$ cat src/rtl/lsharp_pkg.sv
// lsharp_pkg: shared constants, register codes and types of the 3x3 sharpening filter
// no dependencies; imported by every module of the block
`timescale 1ns / 1ps

package lsharp_pkg;

    // line store geometry
    localparam int MAX_WIDTH  = 1024;
    localparam int COL_W      = $clog2(MAX_WIDTH);

    // field and register widths
    localparam int PIX_W      = 8;
    localparam int CFG_WIDTH_W  = 11;
    localparam int CFG_HEIGHT_W = 12;
    localparam int ALPHA_W    = 12;
    localparam int ROW_W      = 12;
    localparam int MAX_ROW    = 4095;
    localparam int MIN_SIZE   = 3;

    // compare width for column arithmetic (holds the width itself and col + 2)
    localparam int CMP_W = ((COL_W + 2) > (CFG_WIDTH_W + 1)) ? (COL_W + 2) : (CFG_WIDTH_W + 1);
    // compare width for row arithmetic
    localparam int ROWC_W = ROW_W + 1;

    // configuration bus
    localparam int APB_AW = 4;
    localparam int APB_DW = 32;

    // register indexes (byte address / 4)
    localparam logic [1:0] REG_WIDTH  = 2'd0;
    localparam logic [1:0] REG_HEIGHT = 2'd1;
    localparam logic [1:0] REG_ALPHA  = 2'd2;

    // register reset values
    localparam logic [CFG_WIDTH_W-1:0]  RST_WIDTH  = CFG_WIDTH_W'(640);
    localparam logic [CFG_HEIGHT_W-1:0] RST_HEIGHT = CFG_HEIGHT_W'(480);
    localparam logic [ALPHA_W-1:0]      RST_ALPHA  = ALPHA_W'(205);

    // per-item decisions made at input time, carried to the output stage
    typedef struct packed {
        logic emit;
        logic interior;
        logic last;
    } t_pos_info;

endpackage

$ cat src/rtl/lsharp_core.sv
// lsharp_core: window taps, Laplacian sharpening arithmetic and the result register
// depends on lsharp_pkg
`timescale 1ns / 1ps

module lsharp_core (
    input  logic                          i_clk,
    input  logic                          i_rst_n,
    input  logic                          i_adv,
    input  lsharp_pkg::t_pos_info         i_info,
    input  logic [lsharp_pkg::PIX_W-1:0]   i_pix,
    input  logic [lsharp_pkg::PIX_W-1:0]   i_up,
    input  logic [lsharp_pkg::PIX_W-1:0]   i_lo,
    input  logic [lsharp_pkg::ALPHA_W-1:0] i_alpha,
    output logic [lsharp_pkg::PIX_W-1:0]   o_pixel,
    output logic                          o_last
);
    import lsharp_pkg::*;

    // only the taps that feed the cross-shaped kernel are kept:
    // top-right, middle-center, middle-right, bottom-right of the window
    logic [PIX_W-1:0] r_t2, r_t4, r_t5, r_t8;
    logic [PIX_W-1:0] r_pixel;
    logic             r_last;

    logic [PIX_W+1:0]  nb_sum;
    logic signed [10:0] lap;
    logic signed [23:0] prod;
    logic signed [24:0] v;
    logic [PIX_W-1:0]  sharp;
    logic [PIX_W-1:0]  center;

    // kernel on the shifted window: up = t2, down = t8, left = t4, right = new lower tap
    always_comb begin
        center = r_t5;
        nb_sum = 10'(r_t2) + 10'(r_t8) + 10'(r_t4) + 10'(i_lo);
        lap    = signed'({1'b0, nb_sum}) - signed'({1'b0, center, 2'b00});
        prod   = signed'(24'(i_alpha)) * signed'({{13{lap[10]}}, lap});
        v      = signed'({9'd0, center, 8'd0}) - signed'({prod[23], prod});
        if (v[24]) begin
            sharp = '0;
        end else if (v[23:16] != '0) begin
            sharp = '1;
        end else begin
            sharp = v[15:8];
        end
    end

    // window shift
    always_ff @(posedge i_clk) begin
        if (!i_rst_n) begin
            r_t2 <= '0;
            r_t4 <= '0;
            r_t5 <= '0;
            r_t8 <= '0;
        end else if (i_adv) begin
            r_t2 <= i_up;
            r_t4 <= r_t5;
            r_t5 <= i_lo;
            r_t8 <= i_pix;
        end
    end

    // result register, border pixels pass through
    always_ff @(posedge i_clk) begin
        if (i_adv && i_info.emit) begin
            r_pixel <= i_info.interior ? sharp : center;
            r_last  <= i_info.last;
        end
    end

    assign o_pixel = r_pixel;
    assign o_last  = r_last;

endmodule

$ cat config.mk
export PLATFORM = sky130hd
export DESIGN_NAME = lsharp_core
export DESIGN_NICKNAME = d
export VERILOG_FILES = /design/src/rtl/lsharp_pkg.sv /design/src/rtl/lsharp_core.sv
export SDC_FILE = /design/constraint.sdc
export NUM_CORES = 1
export LEC_CHECK = 0
export BUFFER_PORTS_ARGS = -buffer_cell sky130_fd_sc_hd__buf_2
export CORE_MARGIN = 3
export CORE_UTILIZATION = 40
export CTS_BUF_LIST = sky130_fd_sc_hd__clkbuf_8
export DETAILED_ROUTE_END_ITERATION = 12
export GPL_TIMING_DRIVEN = 0
export PLACE_DENSITY = 0.6
export SLEW_MARGIN = 20
export SYNTH_ARGS = -nofsm -noshare
export SYNTH_HDL_FRONTEND = slang
export SYNTH_SLANG_ARGS = --single-unit
export TNS_END_PERCENT = 30
$ cat constraint.sdc
create_clock -name i_clk -period 17.44 [get_ports i_clk]
set_input_delay 1.744 -clock i_clk [delete_from_list [all_inputs] [get_ports i_clk]]
set_output_delay 1.744 -clock i_clk [all_outputs]
set_load 0.02 [all_outputs]
Word-level counts from Yosys, hierarchy flattened
Cells that the tools add are included.

cells by class
  add/sub/neg operators = 5
  multipliers = 1
  multiplexer cells = 3
  reduce and logical (&&, ||, !) cells = 2

operators by type and width
  kind                          count
  subtractor 17 x 24 -> 25 bit  1
  multiplier 13 x 11 -> 24 bit  1
  two-way mux 8 bit             3
  subtractor 10 x 10 -> 11 bit  1
  adder 10 x 8 -> 10 bit        1
  adder 9 x 8 -> 10 bit         1
  adder 8 x 8 -> 9 bit          1
  nonzero test 8 bit            1
  logical AND 1 bit             1

word-level totals
  register bits = 41
  bits of input ports = 42
  output and inout bits = 9
  word-level logic and storage cells = 17

Logic depth before layout (Yosys ltp)
  depth after elaboration = 10
  depth in mapped cells = 37
  depth with buffers taken out = 35

Worst setup path after synthesis
No wires, ideal clock.

  path kind = in2reg
  start = input i_lo[2] in the netlist's numbering
  end = register r_pixel[6] (netlist: o_pixel[6]) (data pin)
  library setup time = 0.282 ns
  arrival time = 9.297 ns
  data required time = 17.158 ns
  slack = 7.861 ns
  stages on the path = 31
  buffers on the path = 1
  cells stage by stage = fa_1 > fa_1 > inv_1 > fa_1 > inv_1 > ha_1 > a21o_1 > a21oi_1 > o21bai_1 > a21oi_1 > o21a_1 > xnor2_1 > clkbuf_1 > and2_1 > fa_1 > fa_1 > fa_1 > inv_1 > fa_1 > inv_1 > fa_1 > inv_1 > ha_1 > nand2_1 > o21ai_0 > nor2_1 > a31o_2 > o21ai_0 > xor2_1 > nor4b_4 > a211oi_1

on the way
  cells in the longest elaborated chain, start to end = 8

ends and longest elaborated chain
  item                              RTL line           RTL
  start, declared                   lsharp_core.sv:12  input logic [lsharp_pkg::PIX_W-1:0] i_lo,
  adder 10 x 8 -> 10 bit (*)        lsharp_core.sv:35  nb_sum = 10'(r_t2) + 10'(r_t8) + 10'(r_t4) + 10'(i_lo);
  subtractor 10 x 10 -> 11 bit (*)  lsharp_core.sv:36  lap = signed'({1'b0, nb_sum}) - signed'({1'b0, center, 2'b00});
  multiplier 13 x 11 -> 24 bit (*)  lsharp_core.sv:37  prod = signed'(24'(i_alpha)) * signed'({{13{lap[10]}}, lap});
  subtractor 17 x 24 -> 25 bit (*)  lsharp_core.sv:38  v = signed'({9'd0, center, 8'd0}) - signed'({prod[23], prod});
  nonzero test 8 bit                lsharp_core.sv:41  end else if (v[23:16] != '0) begin
  two-way mux 8 bit                 lsharp_core.sv:41
  two-way mux 8 bit (*)             lsharp_core.sv:39  if (v[24]) begin
  two-way mux 8 bit (*)             lsharp_core.sv:66  r_pixel <= i_info.interior ? sharp : center;
  end signal, assigned              lsharp_core.sv:66
  end, declared                     lsharp_core.sv:22  logic [PIX_W-1:0] r_pixel;

Mark *: on every way between the ends. The rest lies on a longest branch, timed or not.
A chain may end at the register's enable or synchronous reset.

Worst setup path in the final report
  start = input i_lo[2] in the netlist's numbering
  end = register r_pixel[4] (netlist: o_pixel[4]) (data pin)

Same word-level chain as after synthesis.

==> key figures <==
Yosys
  – Synth Flop Type: dfxtp_1
  – Synth top area cells: fa_1, ha_1, inv_1
  – Number of synthesized register bits: 41
  – Post-Syn Area: between 7000 and 8000 sq um
  – Synth top area share: 0.3109
  – Post-synthesis average cell area: around 9.0 sq um
  – Synth cell types: between 60 and 70
  – Number of enable flip-flop cells after synthesis: 9
  – Synthesis Warnings: 0
  – Syn nets: 1112
  – Area leader, netlist: fa_1
  – Synth Instances: 862
  – Seq/Total Area, Yosys: 0.1169
  – Async SR Flop Fraction: 0

Clock tree
  – Post_cts resized: 0
  – CTS Buffer Depth: 2
  – Post-CTS Setup Inserts: 0
  – Skew-Pair Late Insertion Delay: 0.29 ns
  – CTS tree: yes
  – Clock transition at path regs: 0.08 ns
  – Sink Count: 41
  – Hold buffer count at CTS: 0
  – Clk root buf: clkbuf_8
  – TritonCTS buffer count: 5
  – CTS H-tree lvls: 2

Setup path
  – Slowest cell on the critical path: fa_1
  – Setup crit start kind: input pin
  – Nature of the critical path endpoint: flop
  – Crit path largest cell delay: 0.56 ns
  – Critical path arrival: 10.54 ns
  – WS Path Type: input pin to flop
  – Crit path top cell by count: fa_1
  – Worst R2R Path Depth: 32
  – CP Max Fanout: 10
  – Capturing point of the worst reg2reg path: o_pixel[4]$_DFFE_PP_
  – WP data required: 17.43 ns
  – Setup slack, reg-to-reg: roughly 7.9 ns
  – CP startpoint: i_lo[2]
  – Worst r2r src: center[0]$_SDFFE_PN0P_

Placement
  – Dpl ws: roughly 6.6 ns
  – DPL Wire Length: 13950 microns
  – Input/output buffers: 49
  – Routability cong.: 0.8437

Global route
  – First-pass GRT wire length: 27830 microns
  – Grt ovf: 0
  – Largest net degree at the start of global routing: 14
  – Vias in the first global route: 5711
  – Antenna violations before repair: 0
  – Total track usage: 0.1584

Timing
  – Setup tns final: 0 ns
  – Final hold violation count: 0
  – Fin worst setup slack: 6.891 ns
  – Final Max Tran Viols: 0
  – Fmax: about 95 MHz
  – Final setup viols: 0
  – Slew @ Worst Pin: 0.7678 ns
  – Final Skew: 0.002860 ns
  – Final Cycle Share: 0.6049
  – RSZ-0062 raised after global routing: false
  – Slew HR: 0.4881
  – Post-route minimum period: 10.55 ns

Floorplan
  – Die width: 145.6 microns
  – I/O pin count: 51
  – Row count: 50
  – Starting density of the core: 0.4124
  – Core area: between 15000 and 20000 sq um
  – Die area: 21190 sq um
  – Die Y: 145.6 microns

Detailed routing
  – Drt first pass iters: 6
  – DR iter-0 viols: 234
  – DR DRC count: 0
  – Wirelength per Cell: 13.51 microns
  – Via count: 5618
  – Post-route antenna net violation count: 0
  – Vias per Instance: 4.765
  – Total wire length: ~16000 microns

Layout
  – Commonest non-fill, non-tap cells in the layout: inv_1, fa_1, ha_1, and2_1, buf_2
  – Layout cells sized above 1: 0.08814
  – Diode count: 0
  – Area Growth Syn to Fin: 8.415%
  – Post-layout net count: roughly 1200
  – Most common cell after layout, fill and taps aside: inv_1

Min path
  – Min-Delay Endpoint: r_t4[1]$_SDFFE_PN0P_
  – Worst hold path depth: 2
  – HP Class: flop to flop
  – Min-delay src: r_t4[1]$_SDFFE_PN0P_

Run status
  – Outcome: complete, no violations

Flow run
  – Max cap viols: 0
## cells in the mapped netlist, types with 2 or more instances
cell and n:
nand3_1 4, o21a_1 7, a21oi_1 22, and3_1 2
nand2b_1 2, nor4_1 2, mux2i_1 33, a311oi_1 3
dfxtp_1 32, xnor2_1 11, o21bai_1 4, edfxtp_1 9
nand4_1 3, and2_1 84, xor2_1 6, a211o_1 2
o22ai_1 2, nand2_1 46, a21o_2 2, fa_1 121
a211oi_1 10, clkbuf_8 2, nor2b_1 38, o221ai_1 2
a21o_1 5, nand2_2 2, nor3_1 4, o21ai_0 7
nor2_1 27, clkbuf_1 30, nand3b_1 2, or3_1 2
o21ai_1 2, inv_1 209, a31oi_1 7, ha_1 87
## cell type report
cell class | instances | area [sq um]
fillers | 1945 | 10450
inverters | 209 | 784.5
multi-input cells | 577 | 5933
flip-flops and latches | 41 | 910.9
repair buffers | 49 | 245.2
plain buffers | 35 | 162.7
clock inverters | 3 | 16.27
clock buffers | 5 | 68.82
well taps | 260 | 325.3
## per-stage QoR
| step | util | hold WS (ns) | instance area, sq um | instances |
|---|---|---|---|---|
| floorplan | - | 0.4826 | 7791 | 862 |
| global placement | 0.4426 | 0.4979 | 8362 | 1171 |
| detailed placement | 0.4426 | 0.5042 | 8362 | 1171 |
| CTS | 0.4471 | 0.5252 | 8447 | 1179 |
| global route | 0.4471 | 0.5464 | 8447 | 1179 |
| finish | 0.4471 | 0.5203 | 8447 | 1179 |
## metal layers
| layer | vias up | GRT usage | share of wire |
|---|---|---|---|
| met1 | 2731 | 0.2204 | 0.47 |
| li1 | 2780 | - | - |
| met4 | 0 | 0.03229 | 0.018 |
| met3 | 20 | 0.01713 | 0.030 |
| met2 | 87 | 0.2692 | 0.49 |
| met5 | - | 0 | 0 |
## critical path: cells and delay by family
family | cells | cell delay, ns
compound gates | 9 | 2.03
xor+xnor | 2 | 0.38
simple gates | 4 | 0.97
fa+ha+maj | 10 | 4.60
buf+inv | 7 | 0.80
## cell families (layout without fill, tap and decap cells)
kind of cell / after synthesis / after routing / synth area share
xor gates and xnor gates: 17 / 17 / 0.01911
adders and majority gates: 208 / 208 / 0.4506
DFF: 41 / 41 / 0.1169
and+or+nand+nor: 230 / 230 / 0.1680
AOI/OAI and AO/OA: 89 / 89 / 0.08142
muxes: 33 / 33 / 0.04240
buffers and inverters: 244 / 301 / 0.1216
## how the worst max path moves through the flow
stage | slack (ns) | cells after the start | end
finish | 6.89 | 32 | o_pixel[4]$_DFFE_PP_
global route | 6.26 | 32 | o_pixel[4]$_DFFE_PP_
CTS | 6.95 | 32 | o_pixel[4]$_DFFE_PP_
detailed placement | 6.63 | 32 | o_pixel[4]$_DFFE_PP_
global placement | 6.67 | 32 | o_pixel[4]$_DFFE_PP_
floorplan | 7.86 | 31 | o_pixel[6]$_DFFE_PP_
## state kept, by name, indices dropped and copies added (netlist names)
signal   cells
r_t2         8
r_t4         8
center       8
o_last       1
r_t8         8
o_pixel      8
Power is not shown: default switching activity piles up to over one toggle a cycle in this logic, so the estimate is an artifact.
