File: src/rtl/lsharp_pkg.sv
// lsharp_pkg: shared constants, register codes and types of the 3x3 sharpening filter
// no dependencies; imported by every module of the block
`timescale 1ns / 1ps

package lsharp_pkg;

    // line store geometry
    localparam int MAX_WIDTH  = 1024;
    localparam int COL_W      = $clog2(MAX_WIDTH);

    // field and register widths
    localparam int PIX_W      = 8;
    localparam int CFG_WIDTH_W  = 11;
    localparam int CFG_HEIGHT_W = 12;
    localparam int ALPHA_W    = 12;
    localparam int ROW_W      = 12;
    localparam int MAX_ROW    = 4095;
    localparam int MIN_SIZE   = 3;

    // compare width for column arithmetic (holds the width itself and col + 2)
    localparam int CMP_W = ((COL_W + 2) > (CFG_WIDTH_W + 1)) ? (COL_W + 2) : (CFG_WIDTH_W + 1);
    // compare width for row arithmetic
    localparam int ROWC_W = ROW_W + 1;

    // configuration bus
    localparam int APB_AW = 4;
    localparam int APB_DW = 32;

    // register indexes (byte address / 4)
    localparam logic [1:0] REG_WIDTH  = 2'd0;
    localparam logic [1:0] REG_HEIGHT = 2'd1;
    localparam logic [1:0] REG_ALPHA  = 2'd2;

    // register reset values
    localparam logic [CFG_WIDTH_W-1:0]  RST_WIDTH  = CFG_WIDTH_W'(640);
    localparam logic [CFG_HEIGHT_W-1:0] RST_HEIGHT = CFG_HEIGHT_W'(480);
    localparam logic [ALPHA_W-1:0]      RST_ALPHA  = ALPHA_W'(205);

    // per-item decisions made at input time, carried to the output stage
    typedef struct packed {
        logic emit;
        logic interior;
        logic last;
    } t_pos_info;

endpackage

File: src/rtl/lsharp_pos.sv
// lsharp_pos: input and output position counters, emit / border / end-of-frame decisions
// depends on lsharp_pkg
`timescale 1ns / 1ps

module lsharp_pos (
    input  logic                               i_clk,
    input  logic                               i_rst_n,
    input  logic                               i_acc,
    input  logic [lsharp_pkg::CFG_WIDTH_W-1:0]  i_cfg_width,
    input  logic [lsharp_pkg::CFG_HEIGHT_W-1:0] i_cfg_height,
    output logic [lsharp_pkg::COL_W-1:0]        o_addr,
    output lsharp_pkg::t_pos_info               o_info
);
    import lsharp_pkg::*;

    logic [COL_W-1:0]  r_in_col,  n_in_col;
    logic [ROW_W-1:0]  r_in_row,  n_in_row;
    logic [COL_W-1:0]  r_out_col, n_out_col;
    logic [ROW_W-1:0]  r_out_row, n_out_row;

    logic [CMP_W-1:0]  eff_w;
    logic [ROWC_W-1:0] eff_h;
    logic [COL_W-1:0]  col;
    logic [CMP_W-1:0]  col_inc;
    logic [CMP_W-1:0]  ocol_inc;
    logic [ROWC_W-1:0] orow_x;
    logic              emit;
    logic              interior;
    logic              last;

    // clamp frame sizes (width to MIN_SIZE..MAX_WIDTH, height to at least MIN_SIZE)
    always_comb begin
        eff_w = CMP_W'(i_cfg_width);
        if (eff_w < CMP_W'(MIN_SIZE)) begin
            eff_w = CMP_W'(MIN_SIZE);
        end else if (eff_w > CMP_W'(MAX_WIDTH)) begin
            eff_w = CMP_W'(MAX_WIDTH);
        end
        eff_h = ROWC_W'(i_cfg_height);
        if (eff_h < ROWC_W'(MIN_SIZE)) begin
            eff_h = ROWC_W'(MIN_SIZE);
        end
    end

    // position decisions for the item being accepted
    always_comb begin
        col      = (CMP_W'(r_in_col) >= eff_w) ? '0 : r_in_col;
        col_inc  = CMP_W'(col) + CMP_W'(1);
        ocol_inc = CMP_W'(r_out_col) + CMP_W'(1);
        orow_x   = ROWC_W'(r_out_row);
        emit     = (r_in_row > ROW_W'(1)) || ((r_in_row == ROW_W'(1)) && (col != '0));
        interior = (r_out_row != '0) && ((orow_x + ROWC_W'(2)) <= eff_h) &&
                   (r_out_col != '0) && ((ocol_inc + CMP_W'(1)) <= eff_w);
        last     = ((orow_x + ROWC_W'(1)) >= eff_h) && (ocol_inc >= eff_w);
    end

    // next counter values
    always_comb begin
        n_in_col  = col_inc[COL_W-1:0];
        n_in_row  = r_in_row;
        n_out_col = r_out_col;
        n_out_row = r_out_row;
        if (col_inc >= eff_w) begin
            n_in_col = '0;
            if (r_in_row != ROW_W'(MAX_ROW)) begin
                n_in_row = r_in_row + ROW_W'(1);
            end
        end
        if (emit) begin
            if (last) begin
                n_in_col  = '0;
                n_in_row  = '0;
                n_out_col = '0;
                n_out_row = '0;
            end else if (ocol_inc >= eff_w) begin
                n_out_col = '0;
                n_out_row = r_out_row + ROW_W'(1);
            end else begin
                n_out_col = ocol_inc[COL_W-1:0];
            end
        end
    end

    // counters step once per accepted transaction
    always_ff @(posedge i_clk) begin
        if (!i_rst_n) begin
            r_in_col  <= '0;
            r_in_row  <= '0;
            r_out_col <= '0;
            r_out_row <= '0;
        end else if (i_acc) begin
            r_in_col  <= n_in_col;
            r_in_row  <= n_in_row;
            r_out_col <= n_out_col;
            r_out_row <= n_out_row;
        end
    end

    assign o_addr          = col;
    assign o_info.emit     = emit;
    assign o_info.interior = interior;
    assign o_info.last     = last;

endmodule

File: config.mk
export PLATFORM = sky130hd
export DESIGN_NAME = lsharp_pos
export DESIGN_NICKNAME = d
export VERILOG_FILES = /design/src/rtl/lsharp_pkg.sv /design/src/rtl/lsharp_pos.sv
export SDC_FILE = /design/constraint.sdc
export NUM_CORES = 1
export LEC_CHECK = 0
export BUFFER_PORTS_ARGS = -buffer_cell sky130_fd_sc_hd__buf_2
export CORE_ASPECT_RATIO = 1.5
export CORE_MARGIN = 1
export CORE_UTILIZATION = 44
export DETAILED_ROUTE_END_ITERATION = 10
export PLACE_DENSITY_LB_ADDON = 0.15
export SETUP_SLACK_MARGIN = 0.1
export SLEW_MARGIN = 20
export SYNTH_ARGS = -nofsm -noshare
export SYNTH_HDL_FRONTEND = slang
export SYNTH_SLANG_ARGS = --single-unit
File: constraint.sdc
create_clock -name i_clk -period 6.5 [get_ports i_clk]
set_input_delay 1.3 -clock i_clk [delete_from_list [all_inputs] [get_ports i_clk]]
set_output_delay 1.3 -clock i_clk [all_outputs]
set_load 0.01 [all_outputs]
Word-level counts from Yosys, hierarchy flattened
Index checks and enable logic that the tools add are counted.

storage, ports and cells
  flip-flop bits (word level) = 44
  bits of input ports = 26

cells by class
  add/subtract/negate cells = 7
  magnitude comparators = 10
  eq/ne operators = 2
  multiplexer cells = 15
  reductions and logical operators = 12

operator list
  cell                   count
  $mux 12                7
  $mux 10                6
  $add 12x1->12 const B  2
  $ge 11x12->1           2
  $add 10x1->11 const B  2
  $mux 11                2
  $reduce_bool 10->1     2
  $add 12x1->13 const B  1
  $add 12x2->13 const B  1
  $ge 13x13->1           1
  $le 13x13->1           1
  $add 11x1->12 const B  1
  $eq 12x1->1 const B    1
  $ge 10x12->1           1
  $gt 12x1->1 const B    1
  $le 12x12->1           1
  $lt 12x2->1 const B    1
  $ne 12x12->1 const B   1
  $reduce_bool 12->1     1
  $gt 11x11->1 const B   1
  $lt 11x2->1 const B    1
  $logic_and 1x1->1      5
  $reduce_and 3->1       1
  $reduce_and 2->1       1
  2 further kinds        2

Longest topological paths before layout
  depth after elaboration = 10
  gate-level depth with buffers = 24

Worst setup path after synthesis
Ideal clock, no wire load.

  path type = input -> register
  start = input port i_cfg_width[9] (netlist name)
  end = register r_in_col[0]
  arrival time = 5626 ps
  setup slack = 815 ps
  stages = 24
  buffers on the path = 1
  cells stage by stage = nor4_1 -> a21o_1 -> nand2_1 -> ha_1 -> or4_1 -> a21oi_1 -> or3_4 -> clkbuf_1 -> and2_1 -> nand2_1 -> inv_1 -> ha_1 -> nand3_1 -> nor2_1 -> nand3_1 -> xor2_1 -> nor2_1 -> ha_1 -> a2111oi_0 -> o31ai_1 -> o21ai_1 -> nand2_1 -> nor2_4 -> a22o_1

on the way
  longest elaborated chain between the ends = 10

ends and longest elaborated chain
  element               line              text
  from (decl)           lsharp_pos.sv:9   input logic [lsharp_pkg::CFG_WIDTH_W-1:0] i_cfg_width,
  $gt 11x11->1          lsharp_pos.sv:36  end else if (eff_w > CMP_W'(MAX_WIDTH)) begin
  $mux 11               lsharp_pos.sv:36
  $mux 11 *             lsharp_pos.sv:34  if (eff_w < CMP_W'(MIN_SIZE)) begin
  $ge 10x12->1 *        lsharp_pos.sv:47  col = (CMP_W'(r_in_col) >= eff_w) ? '0 : r_in_col;
  $mux 10 *             lsharp_pos.sv:47
  net o_addr, one bit   lsharp_pos.sv:11  output logic [lsharp_pkg::COL_W-1:0] o_addr,
  $add 10x1->11         lsharp_pos.sv:48  col_inc = CMP_W'(col) + CMP_W'(1);
  $ge 11x12->1          lsharp_pos.sv:63  if (col_inc >= eff_w) begin
  $mux 10               lsharp_pos.sv:63
  $mux 10               lsharp_pos.sv:70  if (last) begin
  $mux 10 *             lsharp_pos.sv:69  if (emit) begin
  to (signal assigned)  lsharp_pos.sv:92  r_in_col <= n_in_col;
  to (decl)             lsharp_pos.sv:16  logic [COL_W-1:0] r_in_col, n_in_col;

The timed path passes the listed nets; every way through them passes the cells marked *.
A chain may end at the register's enable or synchronous reset.

==> impl_results.md <==
* Run status: finished, final reports clean
* Synth Area in Compound Gates at roughly a fifth
* Vias/cell at about 5.7
* TritonCTS buffer count at 5
* Most common library cell in the layout ignoring fill and taps: sky130_fd_sc_hd__ha_1
* Final count of negative-setup-slack endpoints at 0
* Number of distinct library cells after synthesis at 65
* Area of all placed cells without fillers at between 5000 and 6000 um2
* DP Area at 4940 um2
* Final min period at between 5 and 6 ns
* Count of flip-flops with a built-in enable after synthesis at 0
* Sum of net half-perimeters after detailed placement at about 10 mm
* Ports at 39
* GR Util All Layers at approximately 24%
* Detailed Route WL at ~13 mm
* Power per cell area at ~130 nW/um2
* Combinational family with the most area after synthesis: simple AND/OR/NAND/NOR gates
* Drt first pass iters at 4
* Fraction of the yosys area taken by sequential cells at a little under a fifth
* Die height at around 130 um
* Proportion of power drawn by combinational gates at 14.7%
* 1st-iter DRT viols at approximately 230
* Netlist area before placement at around 4700 um2
* Syn Area/Cell at around 8 um2
* Peak clock frequency supported by timing at 0.170 GHz
* Sum of overflow across all layers after global routing at 0
* Multiplexer fraction of the synthesized cell area at 0.429%
* Maxcap violations at 0
* Unrepaired setup endpoints after global routing: false
* Number of antenna violations at the first check in global routing at 0
* Antenna Nets Post-Route at 0
* Xor/xnor cell area share of the yosys netlist at approximately a tenth
* Data arrival time of the worst path at approximately 4.6 ns
* Kind of capture point of the worst setup path: output pin
* DRC Markers at 0
* Register share of total power at between 40 and 50%
* Main flop type after synthesis: sky130_fd_sc_hd__dfxtp_1
* Share of total power in the clock network at 44.1%
* Worst hold path class: flip-flop to flip-flop
* Final-stage net count at slightly above 700
* Worst endpoint required time at between 5 and 6 ns
* Transition time at the pin with the least slew margin at between 0.7 and 0.8 ns
* Number of register bits inferred by synthesis at between 40 and 50
* Layout overhead on the synthesized area at 9.76%
* Synth async-reset ratio at 0%
* Leakage power figure at roughly 0.0023 uW
* Wire length per cell at between 15 and 20 um
* Antenna fix cells at 0
* YS warnings at 0
* Largest net degree at the start of global routing at 26
* Die extent in x at 86.1 um
* Clock-pin transition on the worst setup and hold timing paths at ~0.060 ns
* Vias at roughly 4.3k
* Area of the core at approximately 10000 um2
* Vias in the first global route at 4353
* Fraction of layout instances using a drive strength above 1 at roughly 11%
* CTS tree: done
* Switching share of power at between 20% and 30%
* Sum of negative setup slack at 0 ns
* Largest buffer count on any clock path at 2
* Most used cells in the layout excluding fill and tap cells: sky130_fd_sc_hd__ha_1 (78), sky130_fd_sc_hd__nand2_1 (64), sky130_fd_sc_hd__nor2_1 (48), sky130_fd_sc_hd__dfxtp_1 (44), sky130_fd_sc_hd__buf_2 (38)
* VDD IR-drop max at roughly 0.000085 V
* Internal Dissipation at roughly 490 uW
* Total of fill cells in the finished design at between 1k and 1.5k
* Setup Skew at 0.00651 ns
* Switching component of the power at about 180 uW
* Instance count of the mapped netlist at ~590
* Library cell used as clock root buffer: sky130_fd_sc_hd__clkbuf_16
* Worst setup SP type: input port
* Post-Place Worst Slack at 0.394 ns
* Clock insertion delay at the later pin of the skew report at just under 0.3 ns
* Slew margin rel. at between 40% and 50%
* Number of clock sinks at 44
* # Post-CTS Setup Buffers at 0
* Wire length of the first global-routing pass at between 20 and 25 mm
* H-tree lvl count at 2
* Die area at around 11000 um2
* Post-Synthesis Net Count at around 690
* Crit share post-route at 90.4%
* Worst Setup Path Type: input port to output pin
* RD Place Congestion at 0.923
* Final hold violation count at 0
* Max-slew violation count at 0
* Largest fanout on the critical path at 14
* Standard-cell row count at 45
* Adder-cell area share of the yosys netlist at around a fifth
* Initial standard-cell utilization of the core at approximately 46%
* Simple logic cell fraction of the synthesized area at around a quarter
* Smallest setup slack after layout at between 0.6 and 0.7 ns
* Total of buffers placed on input and output ports at 38
[Yosys cell counts (all sizes together), types with 4 or more instances]
master  count  area [um2]
a21oi      17        88.8
o41ai       4        42.6
buf        18         111
o211ai      9        72.6
clkbuf      6        22.5
nor4       15        93.8
or4         4        30.0
nand2b      6        37.5
nand3b      4        30.0
or3         4        30.0
nor2       49         191
and3       16         100
a21o        4        30.0
inv        31         116
a211oi      9        80.1
o21ai      32         175
nand2      64         240
nor3       13        70.1
o31ai       6        58.8
dfxtp      44         881
xnor2      22         193
nand3      34         170
o21a       10        75.1
ha         78         976
a22o        9        78.8
nand4      14        87.6
xor2       29         254
and4        5        43.8
[kinds of logic after synthesis]
kind of cell	count (synthesis)
and+or+nand+nor	240
AOI/OAI and AO/OA	118
adders and majority gates	78
buffers and inverters	55
xor gates and xnor gates	51
DFF	44
muxes	2
[per-layer routing]
metal | routed length, um | part of all wire [%] | global-route usage (%) | vias to the layer above
met4 | 539 | 4.3 | 12.5 | 0
met2 | 6750 | 53 | 46.3 | 103
met1 | 5020 | 40 | 25.0 | 1999
met5 | 0 | 0 | 0 | -
met3 | 329 | 2.6 | 2.38 | 29
li1 | - | - | - | 2198
[stage by stage]
step / instances / util, % / power (uW) / hold slack [ns]
3_3_place_gp: 749 / 48.5 / 376 / 0.491
6_report: 757 / 50.3 / 667 / 0.502
4_1_cts: 757 / 50.2 / 669 / 0.508
2_1_floorplan: 588 / - / 343 / 0.460
5_1_grt: 757 / 50.3 / 699 / 0.525
3_5_place_dp: 749 / 48.5 / 379 / 0.497
[power by group through the flow]
stage	logic [uW]	registers (uW)	clock network (uW)
global route	110	274	315
floorplan	64.0	279	0
detailed placement	98.1	281	0
global placement	95.9	280	0
CTS	98.6	274	296
finish	98.3	274	294
[registers in the layout, summed over array words and instances (netlist names)]
name,cells
r_in_row,12
r_out_row,12
r_in_col,10
r_out_col,10
[path summary, 6_finish.rpt]
kind / from / endpoint / slack (ns) / cells after the start
min reg2reg: r_out_col[9]$_SDFFE_PN0P_ / r_out_col[9]$_SDFFE_PN0P_ / 0.50 / 2
min: r_out_col[9]$_SDFFE_PN0P_ / r_out_col[9]$_SDFFE_PN0P_ / 0.50 / 2
max: i_cfg_width[10] / o_info[2] / 0.62 / 16
max reg2reg: r_in_col[6]$_SDFFE_PN0P_ / r_in_col[0]$_SDFFE_PN0P_ / 2.05 / 21
[what timing repair did]
action | 4_1_cts | 5_1_grt
hold buffers | 0 | 0
gates resized for setup | 0 | 1
endpoints found under the setup margin | 0 | 2
[layout make-up]
type | instances | area [um2] | share of cell area (%)
Multi-Input combinational cell | 489 | 3540 | 69.2
Sequential cell | 44 | 881 | 17.2
Timing Repair Buffer | 44 | 235 | 4.59
Tap cell | 141 | 176 | 3.44
Clock buffer | 5 | 125 | 2.44
Inverter | 31 | 116 | 2.27
Clock inverter | 3 | 46.3 | 0.904
[critical path, stage by stage]
cell                       delay, ns
sky130_fd_sc_hd__buf_2          0.10
sky130_fd_sc_hd__inv_1          0.35
sky130_fd_sc_hd__nand2_1        0.28
sky130_fd_sc_hd__ha_1           0.36
sky130_fd_sc_hd__a211oi_1       0.24
sky130_fd_sc_hd__o21ai_0        0.13
sky130_fd_sc_hd__o211ai_1       0.38
sky130_fd_sc_hd__and2_1         0.24
sky130_fd_sc_hd__nand2_1        0.09
sky130_fd_sc_hd__ha_1           0.22
sky130_fd_sc_hd__nand2_1        0.14
sky130_fd_sc_hd__nor3_1         0.06
sky130_fd_sc_hd__a32oi_1        0.33
sky130_fd_sc_hd__o21ai_0        0.14
sky130_fd_sc_hd__nand2b_1       0.08
sky130_fd_sc_hd__buf_2          0.12
(Power assumes the default switching activity.)
